==> src/design/rsa_pkg.sv <==
// ----------------------------------------------------------------------------
// rsa_pkg: shared types and codes for the range set allocator
// Command, status and cell control codes used by the cell row and the core.
// ----------------------------------------------------------------------------
package rsa_pkg;

   localparam logic [1:0] CMD_ADD      = 2'd0;
   localparam logic [1:0] CMD_REMOVE   = 2'd1;
   localparam logic [1:0] CMD_POP_ONE  = 2'd2;
   localparam logic [1:0] CMD_POP_ALGN = 2'd3;

   localparam logic [1:0] ST_OK      = 2'd0;
   localparam logic [1:0] ST_FULL    = 2'd1;
   localparam logic [1:0] ST_PRECOND = 2'd2;
   localparam logic [1:0] ST_NO_FIT  = 2'd3;

   // cell row motion
   localparam logic [1:0] CELL_HOLD   = 2'd0;
   localparam logic [1:0] CELL_ROTATE = 2'd1;  // every cell takes its upper neighbor
   localparam logic [1:0] CELL_OPEN   = 2'd2;  // cells above the index take lower neighbor
   localparam logic [1:0] CELL_CLOSE  = 2'd3;  // cells from the index up take upper neighbor

   // how an aligned block was found in an entry
   localparam logic [1:0] FIT_START = 2'd0;
   localparam logic [1:0] FIT_END   = 2'd1;
   localparam logic [1:0] FIT_SPLIT = 2'd2;

   localparam int ARG_W = 32;

   typedef struct packed {
      logic [1:0] mode;
      logic       a_start_en;
      logic       a_end_en;
      logic       b_start_en;
      logic       b_end_en;
   } cell_ctl_type;

endpackage

==> src/design/rsa_cell.sv <==
// ----------------------------------------------------------------------------
// rsa_cell: one entry of the range table
// Holds start and exclusive end, moves with the row and takes edits.
// ----------------------------------------------------------------------------
module rsa_cell #(
   parameter int SW   = 33,
   parameter int EW   = 32,
   parameter int IXW  = 6,
   parameter int SLOT = 0
) (
   input  logic                   clock,
   input  rsa_pkg::cell_ctl_type  ctl,
   input  logic [IXW-1:0]         shift_idx,
   input  logic [IXW-1:0]         a_idx,
   input  logic [SW-1:0]          a_start,
   input  logic [EW-1:0]          a_end,
   input  logic [IXW-1:0]         b_idx,
   input  logic [SW-1:0]          b_start,
   input  logic [EW-1:0]          b_end,
   input  logic [SW-1:0]          up_start,
   input  logic [EW-1:0]          up_end,
   input  logic [SW-1:0]          dn_start,
   input  logic [EW-1:0]          dn_end,
   output logic [SW-1:0]          start_q,
   output logic [EW-1:0]          end_q
);
   import rsa_pkg::*;

   localparam logic [IXW-1:0] MY_IDX = IXW'(SLOT);

   logic [SW-1:0] start_ff, start_in;
   logic [EW-1:0] end_ff, end_in;
   logic          hit_a, hit_b;

   assign hit_a = (a_idx == MY_IDX);
   assign hit_b = (b_idx == MY_IDX);

   always_comb begin
      start_in = start_ff;
      end_in   = end_ff;
      unique case (ctl.mode)
         CELL_ROTATE: begin
            start_in = up_start;
            end_in   = up_end;
         end
         CELL_OPEN: begin
            if (MY_IDX > shift_idx) begin
               start_in = dn_start;
               end_in   = dn_end;
            end
         end
         CELL_CLOSE: begin
            if (MY_IDX >= shift_idx) begin
               start_in = up_start;
               end_in   = up_end;
            end
         end
         default: begin
         end
      endcase
      if (ctl.a_start_en && hit_a) start_in = a_start;
      if (ctl.a_end_en && hit_a)   end_in   = a_end;
      if (ctl.b_start_en && hit_b) start_in = b_start;
      if (ctl.b_end_en && hit_b)   end_in   = b_end;
   end

   always_ff @(posedge clock) begin
      start_ff <= start_in;
      end_ff   <= end_in;
   end

   assign start_q = start_ff;
   assign end_q   = end_ff;

endmodule

==> config.mk <==
export PLATFORM = sky130hd
export DESIGN_NAME = rsa_cell
export DESIGN_NICKNAME = d
export VERILOG_FILES = /design/src/design/rsa_pkg.sv /design/src/design/rsa_cell.sv
export SDC_FILE = /design/constraint.sdc
export NUM_CORES = 1
export LEC_CHECK = 0
export BUFFER_PORTS_ARGS = -buffer_cell sky130_fd_sc_hd__buf_2
export CAP_MARGIN = 20
export CORE_AREA = 2 2 137 139
export DETAILED_ROUTE_END_ITERATION = 12
export DIE_AREA = 0 0 139 141
export PLACE_DENSITY = 0.55
export SLEW_MARGIN = 15
export SYNTH_ARGS = -nofsm -noshare
export SYNTH_HDL_FRONTEND = slang
export SYNTH_SLANG_ARGS = --single-unit
export TNS_END_PERCENT = 10
==> constraint.sdc <==
create_clock -name clock -period 6.3 [get_ports clock]
set_input_delay 1.26 -clock clock [delete_from_list [all_inputs] [get_ports clock]]
set_output_delay 1.26 -clock clock [all_outputs]
set_load 0.005 [all_outputs]
==> results.txt <==
- Final WL: 16,400 um
* HPWL after DPL: 12,400 um
- Buffers inserted during clock tree synthesis total 9.
- The floorplan step set the die width to 139 um.
- During placement, the flow inserted port buffers numbering around 350.
- Outcome: completed
- sky130_fd_sc_hd__edfxtp_1 takes more of the synthesized area than any other cell.
* Series of cell instances along the critical path: buf_2 -> nor4_2 -> nand3_1 -> nand3_2
* Wirelength per Cell: roughly 15 um
* Number of setup violations in the final report: 0
- Detailed Routing Iterations Pass 1: 5
* Starting DRC count in detailed routing: between 300 and 400
* Fill count: about 2,000
- In this run the tightest slew margin relative to its limit is roughly a third.
- Area Growth Syn to Fin: 52.5%
- Number of maximum-capacitance constraint violations: 0
- At the end of routability-driven placement, the weighted congestion stood at between 0.9 and 1.
- Core Rows: 50
- The first global-routing pass estimated 24,300 um of wire.
- Crit path kind: input port to flip-flop
* Average vias per placed instance: 4.50
- Final max-slew violation count: 0
* Worst hold path stage count: 3
- Nets: approximately 1,100
* # H-tree levels: 3
- Starting utilization of the core area: roughly 23%
* Aggregate global routing overflow: 0
- Average footprint of a synthesized cell: roughly 8.0 um2
* Cells taking the most area after synthesis: sky130_fd_sc_hd__edfxtp_1 (47%), sky130_fd_sc_hd__nand2_1 (18%), sky130_fd_sc_hd__and3_1 (10%)
* DRC: 0
- The worst path in the final design needs a cycle of approximately 3.6 ns, including I/O delays and setup.
- The finished layout holds 1,077 standard cells, fillers aside.
- Number of setup buffers added after CTS: 0
* Count of nets left with antenna violations after detail routing: 0
* # IOs: 350
* Buf+Inv Stages, Crit Path: 1
* Buffer type at the clock tree root: sky130_fd_sc_hd__clkbuf_16
* Largest net degree at the start of global routing: 68
- During synthesis, Yosys emitted a total of 0 warnings.
- The detailed router placed between 4,000 and 5,000 vias in this run.
- End point of the worst hold path: start_q[4]$_DFFE_PP_
* Post-Synthesis Net Count: roughly 800
- Data arrival time of the critical path: ~3.6 ns
* Number of flip-flops and latches in the synthesized netlist: between 60 and 70
- Quantity of hold-fixing buffers added after cts: 0
- Crit start category: input port
- Global routing used roughly 16% of the available tracks.
- The number of antenna violations at the first check in global routing came to 1.
* Number of cells upsized or downsized after cts: 0
- Highest net fanout along the worst path: 32
- Number of global-route vias before repair: around 4,500
* Worst-Margin Slew: ~0.99 ns
* Power per standard cell area: between 200 and 250 nW/um2
* Core footprint: around 18,000 um2
- For the final routed database, the setup TNS stands at 0 ns.
- In this run the cell area of the synthesized design comes to a little over 4000 um2.
- CTS tree: yes
- Summed over all cells, the static leakage comes to 0.00299 uW.
- Critical-path cell with the highest stage delay: sky130_fd_sc_hd__nand3_2
* Post-Syn Instances: a little over 500
- Overall power after layout: around 1300 uW
* Min-Delay Startpoint: b_start[4]
- Clock-pin slew was measured on the worst setup and hold paths at roughly 0.050 ns.
- Required time of the critical path: ~6.3 ns
- Including well taps, the total number of placed cells is 1,061.
- The total count of hold-check failures in the final report came to 0.
* Number of diodes added for antenna fixing: 0
* Area share of the largest cell type after synthesis: around 47%
* Delay of the slowest cell on the worst path: just under 1 ns
- Fraction of layout cells with a size suffix above 1: 45.4%
* Total Die Area: between 15,000 and 20,000 um2
- Clock Sink Count: 65
- Critical path's top delay family: simple AND/OR/NAND/NOR gates
* Crit end category: flip-flop
* Post-synth cell types: 20
* Maximum operating frequency: between 0.2 and 0.3 GHz
- The path class of the tightest hold or removal check is input port to flip-flop.
- Setup repair after global routing left no endpoint under its margin.
- Sequential area share after synthesis: 47.4%
* Buffer depth of the longest clock path: 2
* Crit share post-route: between 50 and 60%
- Worst voltage drop across the vdd grid: approximately 120 uV
* Die Y-Extent: 141 um
==> state kept, by name, summed over array words and instances, names as in the netlist <==
name,count
start_q,33
end_q,32
==> cell usage in the layout, fill, tap and decap left out <==
cell and n:
sky130_fd_sc_hd__nor2b_4 1, sky130_fd_sc_hd__buf_2 349, sky130_fd_sc_hd__nand2b_2 1, sky130_fd_sc_hd__clkinv_2 4, sky130_fd_sc_hd__nand3_1 1, sky130_fd_sc_hd__nor4_2 2
sky130_fd_sc_hd__o21ai_0 52, sky130_fd_sc_hd__edfxtp_1 65, sky130_fd_sc_hd__o21ai_1 64, sky130_fd_sc_hd__and3_1 67, sky130_fd_sc_hd__bufinv_16 1, sky130_fd_sc_hd__clkinvlp_4 1
sky130_fd_sc_hd__nor2_1 9, sky130_fd_sc_hd__clkinv_1 1, sky130_fd_sc_hd__nand3_2 5, sky130_fd_sc_hd__o31ai_2 4, sky130_fd_sc_hd__nand2_1 196, sky130_fd_sc_hd__o31ai_1 4
sky130_fd_sc_hd__buf_4 6, sky130_fd_sc_hd__clkbuf_16 9, sky130_fd_sc_hd__or4_1 1
==> per-layer routing <==
layer | GRT usage, % | wire (um) | vias to the layer above
li1 | - | - | 2431
met1 | 19.5 | 6570 | 2178
met2 | 27.6 | 8370 | 219
met3 | 2.99 | 1100 | 21
met4 | 6.01 | 300 | 2
met5 | 0 | 16 | -
==> worst max path at each step <==
stage / depth (start not counted) / slack [ns] / startpoint / to
4_1_cts: 4 / 2.48 / b_idx[1] / start_q[31]$_DFFE_PP_
2_1_floorplan: 4 / 3.04 / b_idx[1] / end_q[0]$_DFFE_PP_
3_3_place_gp: 4 / 2.19 / b_idx[1] / start_q[27]$_DFFE_PP_
5_1_grt: 4 / 2.46 / b_idx[1] / end_q[19]$_DFFE_PP_
6_report: 4 / 2.67 / b_idx[1] / end_q[19]$_DFFE_PP_
3_5_place_dp: 4 / 2.11 / b_idx[1] / start_q[29]$_DFFE_PP_
==> where the power goes <==
group	internal [uW]	leakage [uW]	total (uW)	switching (uW)
clock network	302	0.000142	491	189
registers	524	0.000604	532	8.13
logic	127	0.00225	238	111
==> logic make-up (layout without fill, tap and decap cells) <==
family / Yosys count / count (layout) / share of synthesized area [%]
compound gates: 124 / 124 / 16.0
buf+inv: 41 / 371 / 5.80
flops: 65 / 65 / 47.4
simple gates: 283 / 283 / 30.8
==> cells in the mapped netlist <==
cell	instances
sky130_fd_sc_hd__nand2_1	196
sky130_fd_sc_hd__and3_1	67
sky130_fd_sc_hd__buf_1	2
sky130_fd_sc_hd__nand3_1	5
sky130_fd_sc_hd__nor4_2	2
sky130_fd_sc_hd__o31ai_1	4
sky130_fd_sc_hd__buf_6	6
sky130_fd_sc_hd__o21ai_0	52
sky130_fd_sc_hd__edfxtp_1	65
sky130_fd_sc_hd__clkbuf_1	11
sky130_fd_sc_hd__o21ai_1	64
sky130_fd_sc_hd__clkbuf_2	5
sky130_fd_sc_hd__buf_4	5
sky130_fd_sc_hd__o31ai_2	4
sky130_fd_sc_hd__nor2_1	9
sky130_fd_sc_hd__buf_2	12
sky130_fd_sc_hd__nand2b_1	1
sky130_fd_sc_hd__nor2b_1	1
sky130_fd_sc_hd__nand3_2	1
sky130_fd_sc_hd__or4_1	1
==> per-stage QoR <==
stage	worst slack, ns	utilization (%)	instance area [um2]	hold slack, ns
after detailed placement	2.11	32.8	5990	1.54
after global routing	2.46	34.4	6280	1.20
final	2.67	34.4	6280	1.20
after CTS	2.48	34.4	6280	1.18
after floorplan	3.04	-	4120	1.45
after global placement	2.19	32.8	5990	1.54
==> cell type report <==
type | count | area, um2 | area share [%]
tap | 234 | 293 | 4.66
timing repair buffer | 355 | 1790 | 28.5
clock buffer | 9 | 225 | 3.58
multi-input combinational | 407 | 1960 | 31.2
clock inverter | 7 | 61.3 | 0.976
sequential | 65 | 1950 | 31.1
(Power assumes the default switching activity.)
