File: config.mk
export PLATFORM = sky130hd
export DESIGN_NAME = rsa_mod
export DESIGN_NICKNAME = d
export VERILOG_FILES = /design/src/design/rsa_pkg.sv /design/src/design/rsa_mod.sv
export SDC_FILE = /design/constraint.sdc
export NUM_CORES = 1
export LEC_CHECK = 0
export ABC_AREA = 0
export BUFFER_PORTS_ARGS = -buffer_cell sky130_fd_sc_hd__buf_2
export CAP_MARGIN = 20
export CORE_MARGIN = 10
export CORE_UTILIZATION = 35
export DETAILED_ROUTE_END_ITERATION = 8
export GPL_ROUTABILITY_DRIVEN = 0
export RECOVER_POWER = 100
export SLEW_MARGIN = 25
export SYNTH_ARGS = -nofsm -noshare
export SYNTH_HDL_FRONTEND = slang
export SYNTH_SLANG_ARGS = --single-unit
File: constraint.sdc
create_clock -name clock -period 6 [get_ports clock]
set_input_delay 0.3 -clock clock [delete_from_list [all_inputs] [get_ports clock]]
set_output_delay 0.3 -clock clock [all_outputs]
set_load 0.01 [all_outputs]
File: src/design/rsa_pkg.sv
// ----------------------------------------------------------------------------
// rsa_pkg: shared types and codes for the range set allocator
// Command, status and cell control codes used by the cell row and the core.
// ----------------------------------------------------------------------------
package rsa_pkg;

   localparam logic [1:0] CMD_ADD      = 2'd0;
   localparam logic [1:0] CMD_REMOVE   = 2'd1;
   localparam logic [1:0] CMD_POP_ONE  = 2'd2;
   localparam logic [1:0] CMD_POP_ALGN = 2'd3;

   localparam logic [1:0] ST_OK      = 2'd0;
   localparam logic [1:0] ST_FULL    = 2'd1;
   localparam logic [1:0] ST_PRECOND = 2'd2;
   localparam logic [1:0] ST_NO_FIT  = 2'd3;

   // cell row motion
   localparam logic [1:0] CELL_HOLD   = 2'd0;
   localparam logic [1:0] CELL_ROTATE = 2'd1;  // every cell takes its upper neighbor
   localparam logic [1:0] CELL_OPEN   = 2'd2;  // cells above the index take lower neighbor
   localparam logic [1:0] CELL_CLOSE  = 2'd3;  // cells from the index up take upper neighbor

   // how an aligned block was found in an entry
   localparam logic [1:0] FIT_START = 2'd0;
   localparam logic [1:0] FIT_END   = 2'd1;
   localparam logic [1:0] FIT_SPLIT = 2'd2;

   localparam int ARG_W = 32;

   typedef struct packed {
      logic [1:0] mode;
      logic       a_start_en;
      logic       a_end_en;
      logic       b_start_en;
      logic       b_end_en;
   } cell_ctl_type;

endpackage

File: src/design/rsa_mod.sv
// ----------------------------------------------------------------------------
// rsa_mod: bit-serial remainder unit
// Restoring division, one dividend bit per cycle, remainder only.
// ----------------------------------------------------------------------------
module rsa_mod #(
   parameter int DW = 33
) (
   input  logic                         clock,
   input  logic                         reset,
   input  logic                         start,
   input  logic [DW-1:0]                dividend,
   input  logic [rsa_pkg::ARG_W-1:0]    divisor,
   output logic                         done,
   output logic [rsa_pkg::ARG_W-1:0]    remainder
);
   import rsa_pkg::*;

   localparam int CNTW = $clog2(DW + 1);

   logic             busy_ff, done_ff;
   logic [CNTW-1:0]  cnt_ff;
   logic [DW-1:0]    dvd_ff;
   logic [ARG_W-1:0] rem_ff, rem_in;
   logic [ARG_W:0]   trial;

   always_comb begin
      trial = {rem_ff, dvd_ff[DW-1]};
      if (trial >= {1'b0, divisor}) trial = trial - {1'b0, divisor};
      rem_in = trial[ARG_W-1:0];
   end

   always_ff @(posedge clock) begin
      if (reset) begin
         busy_ff <= 1'b0;
         done_ff <= 1'b0;
      end else begin
         done_ff <= 1'b0;
         if (start) begin
            busy_ff <= 1'b1;
            cnt_ff  <= CNTW'(DW);
            dvd_ff  <= dividend;
            rem_ff  <= '0;
         end else if (busy_ff) begin
            rem_ff <= rem_in;
            dvd_ff <= dvd_ff << 1;
            cnt_ff <= cnt_ff - 1'b1;
            if (cnt_ff == CNTW'(1)) begin
               busy_ff <= 1'b0;
               done_ff <= 1'b1;
            end
         end
      end
   end

   assign done      = done_ff;
   assign remainder = rem_ff;

endmodule

==> flow_summary.json, run 1 <==
{
  "clk_latency_ns": 0.35,
  "portBuffers": 100,
  "place_inst": 779,
  "cts_made_buffers": 9,
  "grt_use_total_pct": 13.8,
  "end_kind": "register",
  "setup_tns_ns": 0,
  "die-area_um2": 19900,
  "syn-cell-area_um2": 5140,
  "path_class": "reg -> reg",
  "synth-edff-count": 71,
  "yosys_warnings": 0,
  "post_cts_buffers": 0,
  "hp-class": "in -> reg",
  "crit_fanout": 23,
  "nFillCells": 1469,
  "dieHeight_um": 141,
  "clock_skew_ns": 0.00897,
  "firstDrtPassIters": 5,
  "switching_share_pct": 30.9,
  "start_util_pct": 35.5,
  "ys_types": 64,
  "synth-xor-area-share_pct": 4.09,
  "ys_ff_latch": 73,
  "status": "finished with violations",
  "drt-total-wl_um": 13600,
  "ys.flop_type": "edfxtp_1",
  "stdcell_count": 796,
  "post_cts_resized": 0,
  "worstPathArrival_ns": 4.61,
  "p_sw_uw": 530,
  "rsz0062_at_grt": "no",
  "ant_nets": 0,
  "synthAdderAreaFrac_pct": 8.67,
  "clock_path_buffers": 2,
  "power.total_uw": 1720,
  "utilization_pct": 41.9,
  "finalCritPeriodShare_pct": 75.2,
  "setup_viol": 0,
  "grt_pass1_wl_um": 22600,
  "required_ns": 6.10,
  "root_buffer": "clkbuf_16",
  "pin_count": 101,
  "die_x_um": 141,
  "grt-ovfl-total": 0,
  "antenna_found_initial": 1,
  "clkTransAtPathRegs_ns": 0.06,
  "synthMuxAreaShare_pct": 8.77,
  "fp.coreArea_um2": 14500,
  "postSynthCellCount": 508,
  "crit_path_start_kind": "register",
  "num_rows": 44,
  "p_int_uw": 1190,
  "synth.avg_cell_area_um2": 10.1,
  "hold_buffers": 0,
  "cts_tree": "yes",
  "yosysSeqAreaShare_pct": 42.3,
  "viasPerCell": 5.37,
  "drive_above_1_share_pct": 20.8,
  "drv_slew": 31,
  "leakage_uw": 0.00259,
  "synth_compound_area_share_pct": 17.9,
  "grt_max_degree": 72,
  "wl_per_cell_um": 17.1,
  "area_growth_pct": 18.1,
  "clock_sinks": 73,
  "whs_ns": 0.148,
  "synth_top_family_by_area": "compound AO/OA/AOI/OAI gates",
  "grt_pass1_vias": 4522,
  "p_seq_share_pct": 37.8,
  "p_per_area_nw_per_um2": 283,
  "synth-async-reset-ratio_pct": 0,
  "route.vias.total": 4278,
  "first_iter_violations": 225,
  "fmax_ghz": 0.222,
  "worst_pin_slew_ns": 2.51,
  "period_minus_slack_ns": 4.51,
  "violations": "max-capacitance violations, max-slew violations",
  "finalHoldViolations": 0,
  "synth-simple-area-share_pct": 13.5,
  "maxCapViolations": 1,
  "drcViolationCount": 0,
  "slew_headroom_pct": -68.2,
  "cts_max_level": 3,
  "vdd_drop_max_mv": 0.243,
  "syn_nets": 611,
  "clkPwrFrac_pct": 34.4,
  "rrSetupSlack_ns": 1.49,
  "hpwl_um": 10200,
  "nets": 709,
  "combPwrFrac_pct": 27.8
}
synthesized netlist by cell type, types with 4 or more instances:
| cell type | instances | share of area, % |
|---|---|---|
| o211ai_1 | 4 | 0.58 |
| inv_1 | 44 | 3.2 |
| xnor2_1 | 13 | 2.2 |
| edfxtp_1 | 71 | 42 |
| nand2_1 | 33 | 2.4 |
| mux2i_1 | 9 | 1.8 |
| nand3_1 | 13 | 1.3 |
| buf_2 | 4 | 0.39 |
| a21oi_1 | 34 | 3.3 |
| mux2_2 | 32 | 7.0 |
| a211oi_1 | 8 | 1.2 |
| nor2_1 | 44 | 3.2 |
| clkbuf_1 | 9 | 0.66 |
| nand4_1 | 4 | 0.49 |
| a31oi_1 | 6 | 0.73 |
| xor2_1 | 11 | 1.9 |
| a21o_1 | 14 | 2.0 |
| and3_1 | 13 | 1.6 |
| o21bai_1 | 5 | 0.73 |
| o21a_1 | 6 | 0.88 |
| o21ai_1 | 4 | 0.39 |
| o21ai_0 | 15 | 1.5 |
| nor3_1 | 11 | 1.1 |
| or3_1 | 7 | 0.85 |
| ha_1 | 34 | 8.3 |
| a2111oi_0 | 5 | 0.85 |
layer usage:
metal  up-vias  routed length, um  GRT usage, %
met2       135               6620          23.7
met4         0                229          4.35
met3        21               1040          5.07
met5         -                  0             0
met1      2034               5750          15.5
li1       2088                  -             -
final cells by class:
type | instances | area (um2) | area share [%]
sequential | 73 | 2170 | 35.8
inverter | 45 | 169 | 2.78
multi-input combinational | 375 | 2700 | 44.5
clock buffer | 10 | 229 | 3.77
clock inverter | 6 | 91.3 | 1.51
timing repair buffer | 102 | 472 | 7.77
antenna | 1 | 2.50 | 0.0412
tap | 184 | 230 | 3.79
cell families (layout without fill, tap and decap cells):
group / after synthesis / after routing
mux: 41 / 41
compound gates: 131 / 131
simple gates: 144 / 144
fa+ha+maj: 35 / 35
flops: 73 / 73
other cells: 0 / 1
buf+inv: 60 / 163
xor+xnor: 24 / 24
sequential cells by signal, summed over array words and instances (netlist names):
name       count
busy_ff        1
cnt_ff         6
done           1
dvd_ff        33
remainder     32
worst max-delay path: stages, from the launching register on:
cell and delay (ns):
edfxtp_1 0.45, ha_1 0.40, a21o_1 0.24, a221o_1 0.41, a21oi_1 0.19, o21ai_0 0.16
a21oi_1 0.62, and2_0 1.11, nor2_1 0.39, a31o_1 0.29
power by group through the flow:
stage | logic [uW] | clock network [uW] | registers, uW
after floorplan | 348 | 0 | 663
final | 477 | 590 | 648
after global placement | 479 | 0 | 656
after detailed placement | 485 | 0 | 657
after CTS | 489 | 606 | 647
after global routing | 535 | 624 | 653
per-stage QoR:
| step | setup WS [ns] | instance area (um2) |
|---|---|---|
| 6_report | 1.49 | 6070 |
| 5_1_grt | 1.32 | 6070 |
| 4_1_cts | 2.73 | 6130 |
| 2_1_floorplan | 1.33 | 5140 |
| 3_5_place_dp | 2.78 | 5810 |
| 3_3_place_gp | 2.81 | 5810 |
worst paths after layout:
| kind | startpoint | endpoint | depth (start not counted) |
|---|---|---|---|
| worst max-delay path | remainder[26]$_SDFFCE_PP0P_ | remainder[20]$_SDFFCE_PP0P_ | 9 |
| worst min register to register | busy_ff$_SDFF_PP0_ | done$_SDFF_PP0_ | 1 |
| worst min-delay path | reset | busy_ff$_SDFF_PP0_ | 2 |
| worst max register to register | remainder[26]$_SDFFCE_PP0P_ | remainder[20]$_SDFFCE_PP0P_ | 9 |
placed cells by master (no fill, tap or decap), drive strengths merged, types with 5 or more instances in the layout:
cell type / netlist / layout
a2111oi: 5 / 5
a211oi: 9 / 9
a21o: 14 / 14
a21oi: 37 / 37
a31oi: 6 / 6
and2: 5 / 5
and3: 13 / 13
buf: 6 / 68
clkbuf: 9 / 44
edfxtp: 71 / 71
ha: 34 / 34
inv: 45 / 46
mux2: 32 / 32
mux2i: 9 / 9
nand2: 34 / 34
nand3: 13 / 13
nor2: 45 / 45
nor3: 11 / 11
o211ai: 5 / 5
o21a: 6 / 6
o21ai: 20 / 20
o21bai: 5 / 5
or3: 7 / 7
xnor2: 13 / 13
xor2: 11 / 11
(Power assumes the default switching activity.)
==> inputs of run 2 (changes only) <==
ABC_AREA = 1   (was 0)
clock period = 3.9 ns   (was 6 ns; I/O delays follow)
==> run 2 against run 1 <==
The run still ends with max-capacitance violations, max-slew violations left. Clock-buffer cell count decreased by 1. Flip-flop and latch count unchanged. Synthesized cell count rose by 83%. Die area grew 19%. Register-to-register slack worse by 0.15 ns. Utilization shrank 0.57 points. Area after synthesis is 22% higher. Combinational power grew 81%. Non-clock buffer count is the same. Via count increased by 30%. Power grew 59%. Largest cell class unchanged. Largest power group unchanged.
==> flow_summary.json, run 2 <==
{
  "status": "finished with violations",
  "violations": "max-capacitance violations, max-slew violations",
  "yosys-top-cells-count": "372 x nand2_1, 170 x inv_1, 98 x nor2_1",
  "placed_area_um2": 6950,
  "postSynthCellCount": 932,
  "largest_reg_flops": 33,
  "clock_path_buffers": 2,
  "synth-xor-area-share_pct": 1.96,
  "p_sw_uw": 972,
  "slew_headroom_pct": -2.19,
  "viasPerCell": 4.42,
  "hold_buffers": 0,
  "clkPwrFrac_pct": 32.5,
  "combPwrFrac_pct": 31.5,
  "syn_nets": 1035,
  "synth-async-reset-ratio_pct": 0,
  "synth-simple-area-share_pct": 40.7,
  "clock_skew_ns": 0.00590,
  "fp.coreArea_um2": 17400,
  "cts_tree": "yes",
  "synthMuxAreaShare_pct": 0,
  "grt_max_degree": 68,
  "yosys_warnings": 0,
  "leakage_uw": 0.00392,
  "crit_fanout": 65,
  "root_buffer": "clkbuf_16",
  "cts_made_buffers": 9,
  "p_per_area_nw_per_um2": 380,
  "drcViolationCount": 0,
  "utilization_pct": 41.3,
  "clk_latency_ns": 0.34,
  "period_minus_slack_ns": 2.79,
  "power.total_uw": 2730,
  "finalHoldViolations": 0,
  "synthTopCellsByArea": "edfxtp_1 34%, nand2_1 22%, inv_1 10%",
  "grt-ovfl-total": 0,
  "ant_nets": 0,
  "layout_commonest_cell": "nand2_1",
  "path_class": "in -> reg",
  "cts_max_level": 3,
  "layout_common_cells": "372 x nand2_1, 170 x inv_1, 98 x nor2_1, 71 x edfxtp_1, 66 x buf_2",
  "synth.most_common_cell": "nand2_1",
  "rsz0062_at_grt": "no",
  "nFillCells": 1928,
  "final_area_um2": 7200,
  "clock_sinks": 73,
  "start_util_pct": 35.9,
  "num_rows": 48,
  "whs_ns": 0.0768,
  "first_iter_violations": 266,
  "setup_tns_ns": 0,
  "vdd_drop_max_mv": 0.264,
  "worstPathArrival_ns": 2.79,
  "grt_use_total_pct": 13.9,
  "drv_slew": 39,
  "synth.avg_cell_area_um2": 6.71,
  "hp-class": "in -> reg",
  "worst_pin_slew_ns": 1.53,
  "antenna_found_initial": 1,
  "post_cts_resized": 0,
  "synth_top_area_share_pct": 34.1,
  "post_cts_buffers": 0,
  "area_growth_pct": 15.2,
  "wl_per_cell_um": 13.0,
  "crit_path_start_kind": "input port",
  "clkTransAtPathRegs_ns": 0.06,
  "p_seq_share_pct": 36.0,
  "switching_share_pct": 35.6,
  "synth_compound_area_share_pct": 2.58,
  "route.vias.total": 5550,
  "die_x_um": 154,
  "nets": 1128,
  "portBuffers": 100,
  "die-area_um2": 23600,
  "ys_ff_latch": 73,
  "ys.flop_type": "edfxtp_1",
  "grt_pass1_vias": 5610,
  "pin_count": 101,
  "setup_viol": 0,
  "synthAdderAreaFrac_pct": 7.12,
  "p_int_uw": 1760,
  "fmax_ghz": 0.359,
  "dieHeight_um": 154,
  "ys_types": 34,
  "drive_above_1_share_pct": 13.4,
  "maxCapViolations": 1,
  "syn-cell-area_um2": 6250,
  "largest-register": "dvd_ff",
  "yosysSeqAreaShare_pct": 34.7,
  "synth-edff-count": 71,
  "finalCritPeriodShare_pct": 71.5,
  "synth_top_cell_by_area": "edfxtp_1",
  "firstDrtPassIters": 5,
  "end_kind": "register",
  "required_ns": 3.91,
  "hpwl_um": 12500,
  "grt_pass1_wl_um": 27500,
  "drt-total-wl_um": 16400,
  "synth_top_family_by_area": "simple AND/OR/NAND/NOR gates"
}
-- run 2: cell types whose count changed in the layout (fill, tap and decap cells not counted), moves of 13 or more --
cell,before,now
nand3b_1,1,17
and3_1,13,0
nand3_2,0,14
nand2_1,34,372
mux2_2,32,0
nor2_1,44,98
inv_1,44,170
nand3_1,13,29
o21ai_0,16,3
-- run 2: routing by layer --
metal	up-vias	global-route usage [%]	part of all wire [%]
met3	11	3.54	4.8
li1	3013	-	-
met5	-	0	0
met1	2421	16.9	47
met2	105	24.0	48
met4	0	3.19	0.67
-- run 2: cell families after synthesis --
group,count (synthesis)
compound gates,29
xor+xnor,14
fa+ha+maj,35
buf+inv,200
flops,73
simple gates,581
-- run 2: final timing paths --
| path | from | end | slack [ns] | cells after the start |
|---|---|---|---|---|
| worst max-delay path | start | remainder[16]$_SDFFCE_PP0P_ | 1.11 | 4 |
| worst min-delay path | reset | done$_SDFF_PP0_ | 0.08 | 2 |
| worst max register to register | remainder[3]$_SDFFCE_PP0P_ | remainder[24]$_SDFFCE_PP0P_ | 1.34 | 12 |
| worst min register to register | busy_ff$_SDFF_PP0_ | done$_SDFF_PP0_ | 0.48 | 2 |
-- run 2: layout make-up --
| class | instances | area (um2) | area share [%] |
|---|---|---|---|
| antenna | 1 | 2.50 | 0.0348 |
| clock buffer | 9 | 225 | 3.13 |
| clock inverter | 7 | 83.8 | 1.16 |
| inverter | 180 | 678 | 9.42 |
| multi-input combinational | 659 | 3270 | 45.5 |
| sequential | 73 | 2170 | 30.2 |
| tap | 225 | 282 | 3.91 |
| timing repair buffer | 102 | 483 | 6.71 |
-- run 2: metrics by stage --
stage	setup WS (ns)	cells
2_1_floorplan	0.981	932
3_3_place_gp	1.32	1239
3_5_place_dp	1.28	1239
4_1_cts	1.25	1255
5_1_grt	0.751	1255
6_report	1.11	1256
-- run 2: power by group through the flow --
stage / registers [uW] / clock network (uW) / logic [uW]
after floorplan: 1010 / 0 / 636
after global placement: 999 / 0 / 869
after detailed placement: 1000 / 0 / 876
after CTS: 983 / 921 / 882
after global routing: 992 / 949 / 998
final: 984 / 889 / 862
-- run 2: critical path, stage by stage --
cell and delay (ns):
clkbuf_1 1.09, clkinv_1 0.27, a21oi_1 0.78, buf_12 0.41
==> inputs of run 3 (changes only) <==
clock period = 2.9 ns   (was 3.9 ns; I/O delays follow)
==> run 3 against run 2 <==
The flow still finishes with violations (max-capacitance violations, max-slew violations). Via count is 0.83% higher. Critical path depth stayed put. First-iteration DRC count is 7.5% lower. Combinational power is 37% higher. Final cell count is 0.40% higher. Worst hold slack worse by 0.050 ns. Non-clock buffer count is 4 higher. Largest power group unchanged.
==> flow_summary.json, run 3 (synthesized netlist as in run 2, its figures left out) <==
{
  "period_minus_slack_ns": 2.43,
  "layout_commonest_cell": "nand2_1",
  "antenna_found_initial": 2,
  "p_int_uw": 2280,
  "clock_sinks": 73,
  "ant_nets": 0,
  "worstPathArrival_ns": 2.44,
  "combPwrFrac_pct": 33.1,
  "whs_ns": 0.0266,
  "worst_pin_slew_ns": 1.57,
  "r2r-start": "remainder[27]$_SDFFCE_PP0P_",
  "nets": 1132,
  "drv_slew": 39,
  "crit_path_start_kind": "input port",
  "crit_fanout": 56,
  "end_kind": "register",
  "drt-total-wl_um": 16700,
  "p_seq_share_pct": 37.1,
  "hold_buffers": 0,
  "grt_max_degree": 57,
  "pin_count": 101,
  "grt_pass1_vias": 5668,
  "fp.coreArea_um2": 17400,
  "firstDrtPassIters": 5,
  "required_ns": 2.91,
  "finalHoldViolations": 0,
  "slew_headroom_pct": -4.67,
  "layout_common_cells": "372 x nand2_1, 171 x inv_1, 98 x nor2_1, 71 x edfxtp_1, 66 x buf_2",
  "largest-register": "dvd_ff",
  "rrSetupSlack_ns": 0.47,
  "violations": "max-capacitance violations, max-slew violations",
  "clkPwrFrac_pct": 29.7,
  "hp-class": "in -> reg",
  "maxCapViolations": 1,
  "rsz0062_at_grt": "no",
  "setup_tns_ns": 0,
  "clk_latency_ns": 0.34,
  "die_x_um": 154,
  "num_rows": 48,
  "setup_viol": 0,
  "post_cts_resized": 0,
  "viasPerCell": 4.44,
  "area_growth_pct": 15.4,
  "drive_above_1_share_pct": 13.7,
  "cts_tree": "yes",
  "grt_pass1_wl_um": 27900,
  "cp_num_buf_inv": 3,
  "crit_end": "cnt_ff[5]$_SDFFCE_PP1P_",
  "worst-path-stages": 4,
  "largest_reg_flops": 33,
  "r2r_cells": 10,
  "leakage_uw": 0.00393,
  "start_util_pct": 35.9,
  "grt_use_total_pct": 14.2,
  "status": "finished with violations",
  "cts_made_buffers": 9,
  "first_iter_violations": 246,
  "r2r_end": "remainder[2]$_SDFFCE_PP0P_",
  "vdd_drop_max_mv": 0.306,
  "die-area_um2": 23600,
  "path_cells": "clkbuf_1, inv_1, a21oi_4, buf_12",
  "worstSetupStartpoint": "start",
  "root_buffer": "clkbuf_16",
  "route.vias.total": 5596,
  "fmax_ghz": 0.411,
  "p_sw_uw": 1290,
  "wl_per_cell_um": 13.3,
  "finalCritPeriodShare_pct": 83.8,
  "critical_path.max_stage_delay_ns": 1.11,
  "dieHeight_um": 154,
  "path_class": "in -> reg",
  "switching_share_pct": 36.1,
  "clock_skew_ns": 0.00480,
  "cts_max_level": 3,
  "clock_path_buffers": 2,
  "post_cts_buffers": 0,
  "p_per_area_nw_per_um2": 494,
  "grt-ovfl-total": 0,
  "portBuffers": 100,
  "drcViolationCount": 0,
  "crit_family": "buffers and inverters",
  "critPathSlowestCell": "clkbuf_1",
  "hpwl_um": 13200,
  "clkTransAtPathRegs_ns": 0.06
}
[run 3: how the worst min path moves through the flow]
stage | start | to | cells after the start | slack, ns
floorplan | reset | done$_SDFF_PP0_ | 1 | 0.22
global placement | reset | done$_SDFF_PP0_ | 2 | 0.38
detailed placement | reset | done$_SDFF_PP0_ | 2 | 0.38
CTS | reset | done$_SDFF_PP0_ | 2 | 0.01
global route | reset | done$_SDFF_PP0_ | 2 | 0.02
finish | reset | done$_SDFF_PP0_ | 2 | 0.03
[run 3: metrics by stage]
step / instances / power (uW) / worst slack [ns] / util (%) / cell area, um2
2_1_floorplan: 932 / 2220 / 0.0315 / - / 6260
3_3_place_gp: 1243 / 2540 / 0.474 / 40.1 / 6980
3_5_place_dp: 1243 / 2550 / 0.439 / 40.1 / 6980
4_1_cts: 1259 / 3630 / 0.430 / 41.7 / 7260
5_1_grt: 1259 / 3840 / 0.134 / 41.4 / 7210
6_report: 1261 / 3570 / 0.468 / 41.4 / 7220
[run 3: layer usage]
metal | vias up | track usage (%) | part of all wire (%)
met1 | 2439 | 17.0 | 45
met3 | 14 | 4.21 | 6.2
met5 | - | 0 | 0
met4 | 0 | 2.56 | 0.77
li1 | 3020 | - | -
met2 | 123 | 24.8 | 48
[run 3: area by class of cell]
class	count	area, um2
Fill cell	1932	10200
Antenna cell	2	5.00
Timing Repair Buffer	106	513
Clock buffer	9	225
Inverter	180	678
Sequential cell	73	2170
Multi-Input combinational cell	659	3290
Clock inverter	7	56.3
Tap cell	225	282
[run 3: power groups by stage]
stage,clock (uW),combinational (uW),sequential [uW]
3_5_place_dp,0,1200,1350
5_1_grt,1140,1360,1330
2_1_floorplan,0,855,1360
4_1_cts,1100,1210,1330
3_3_place_gp,0,1190,1340
6_report,1060,1180,1320
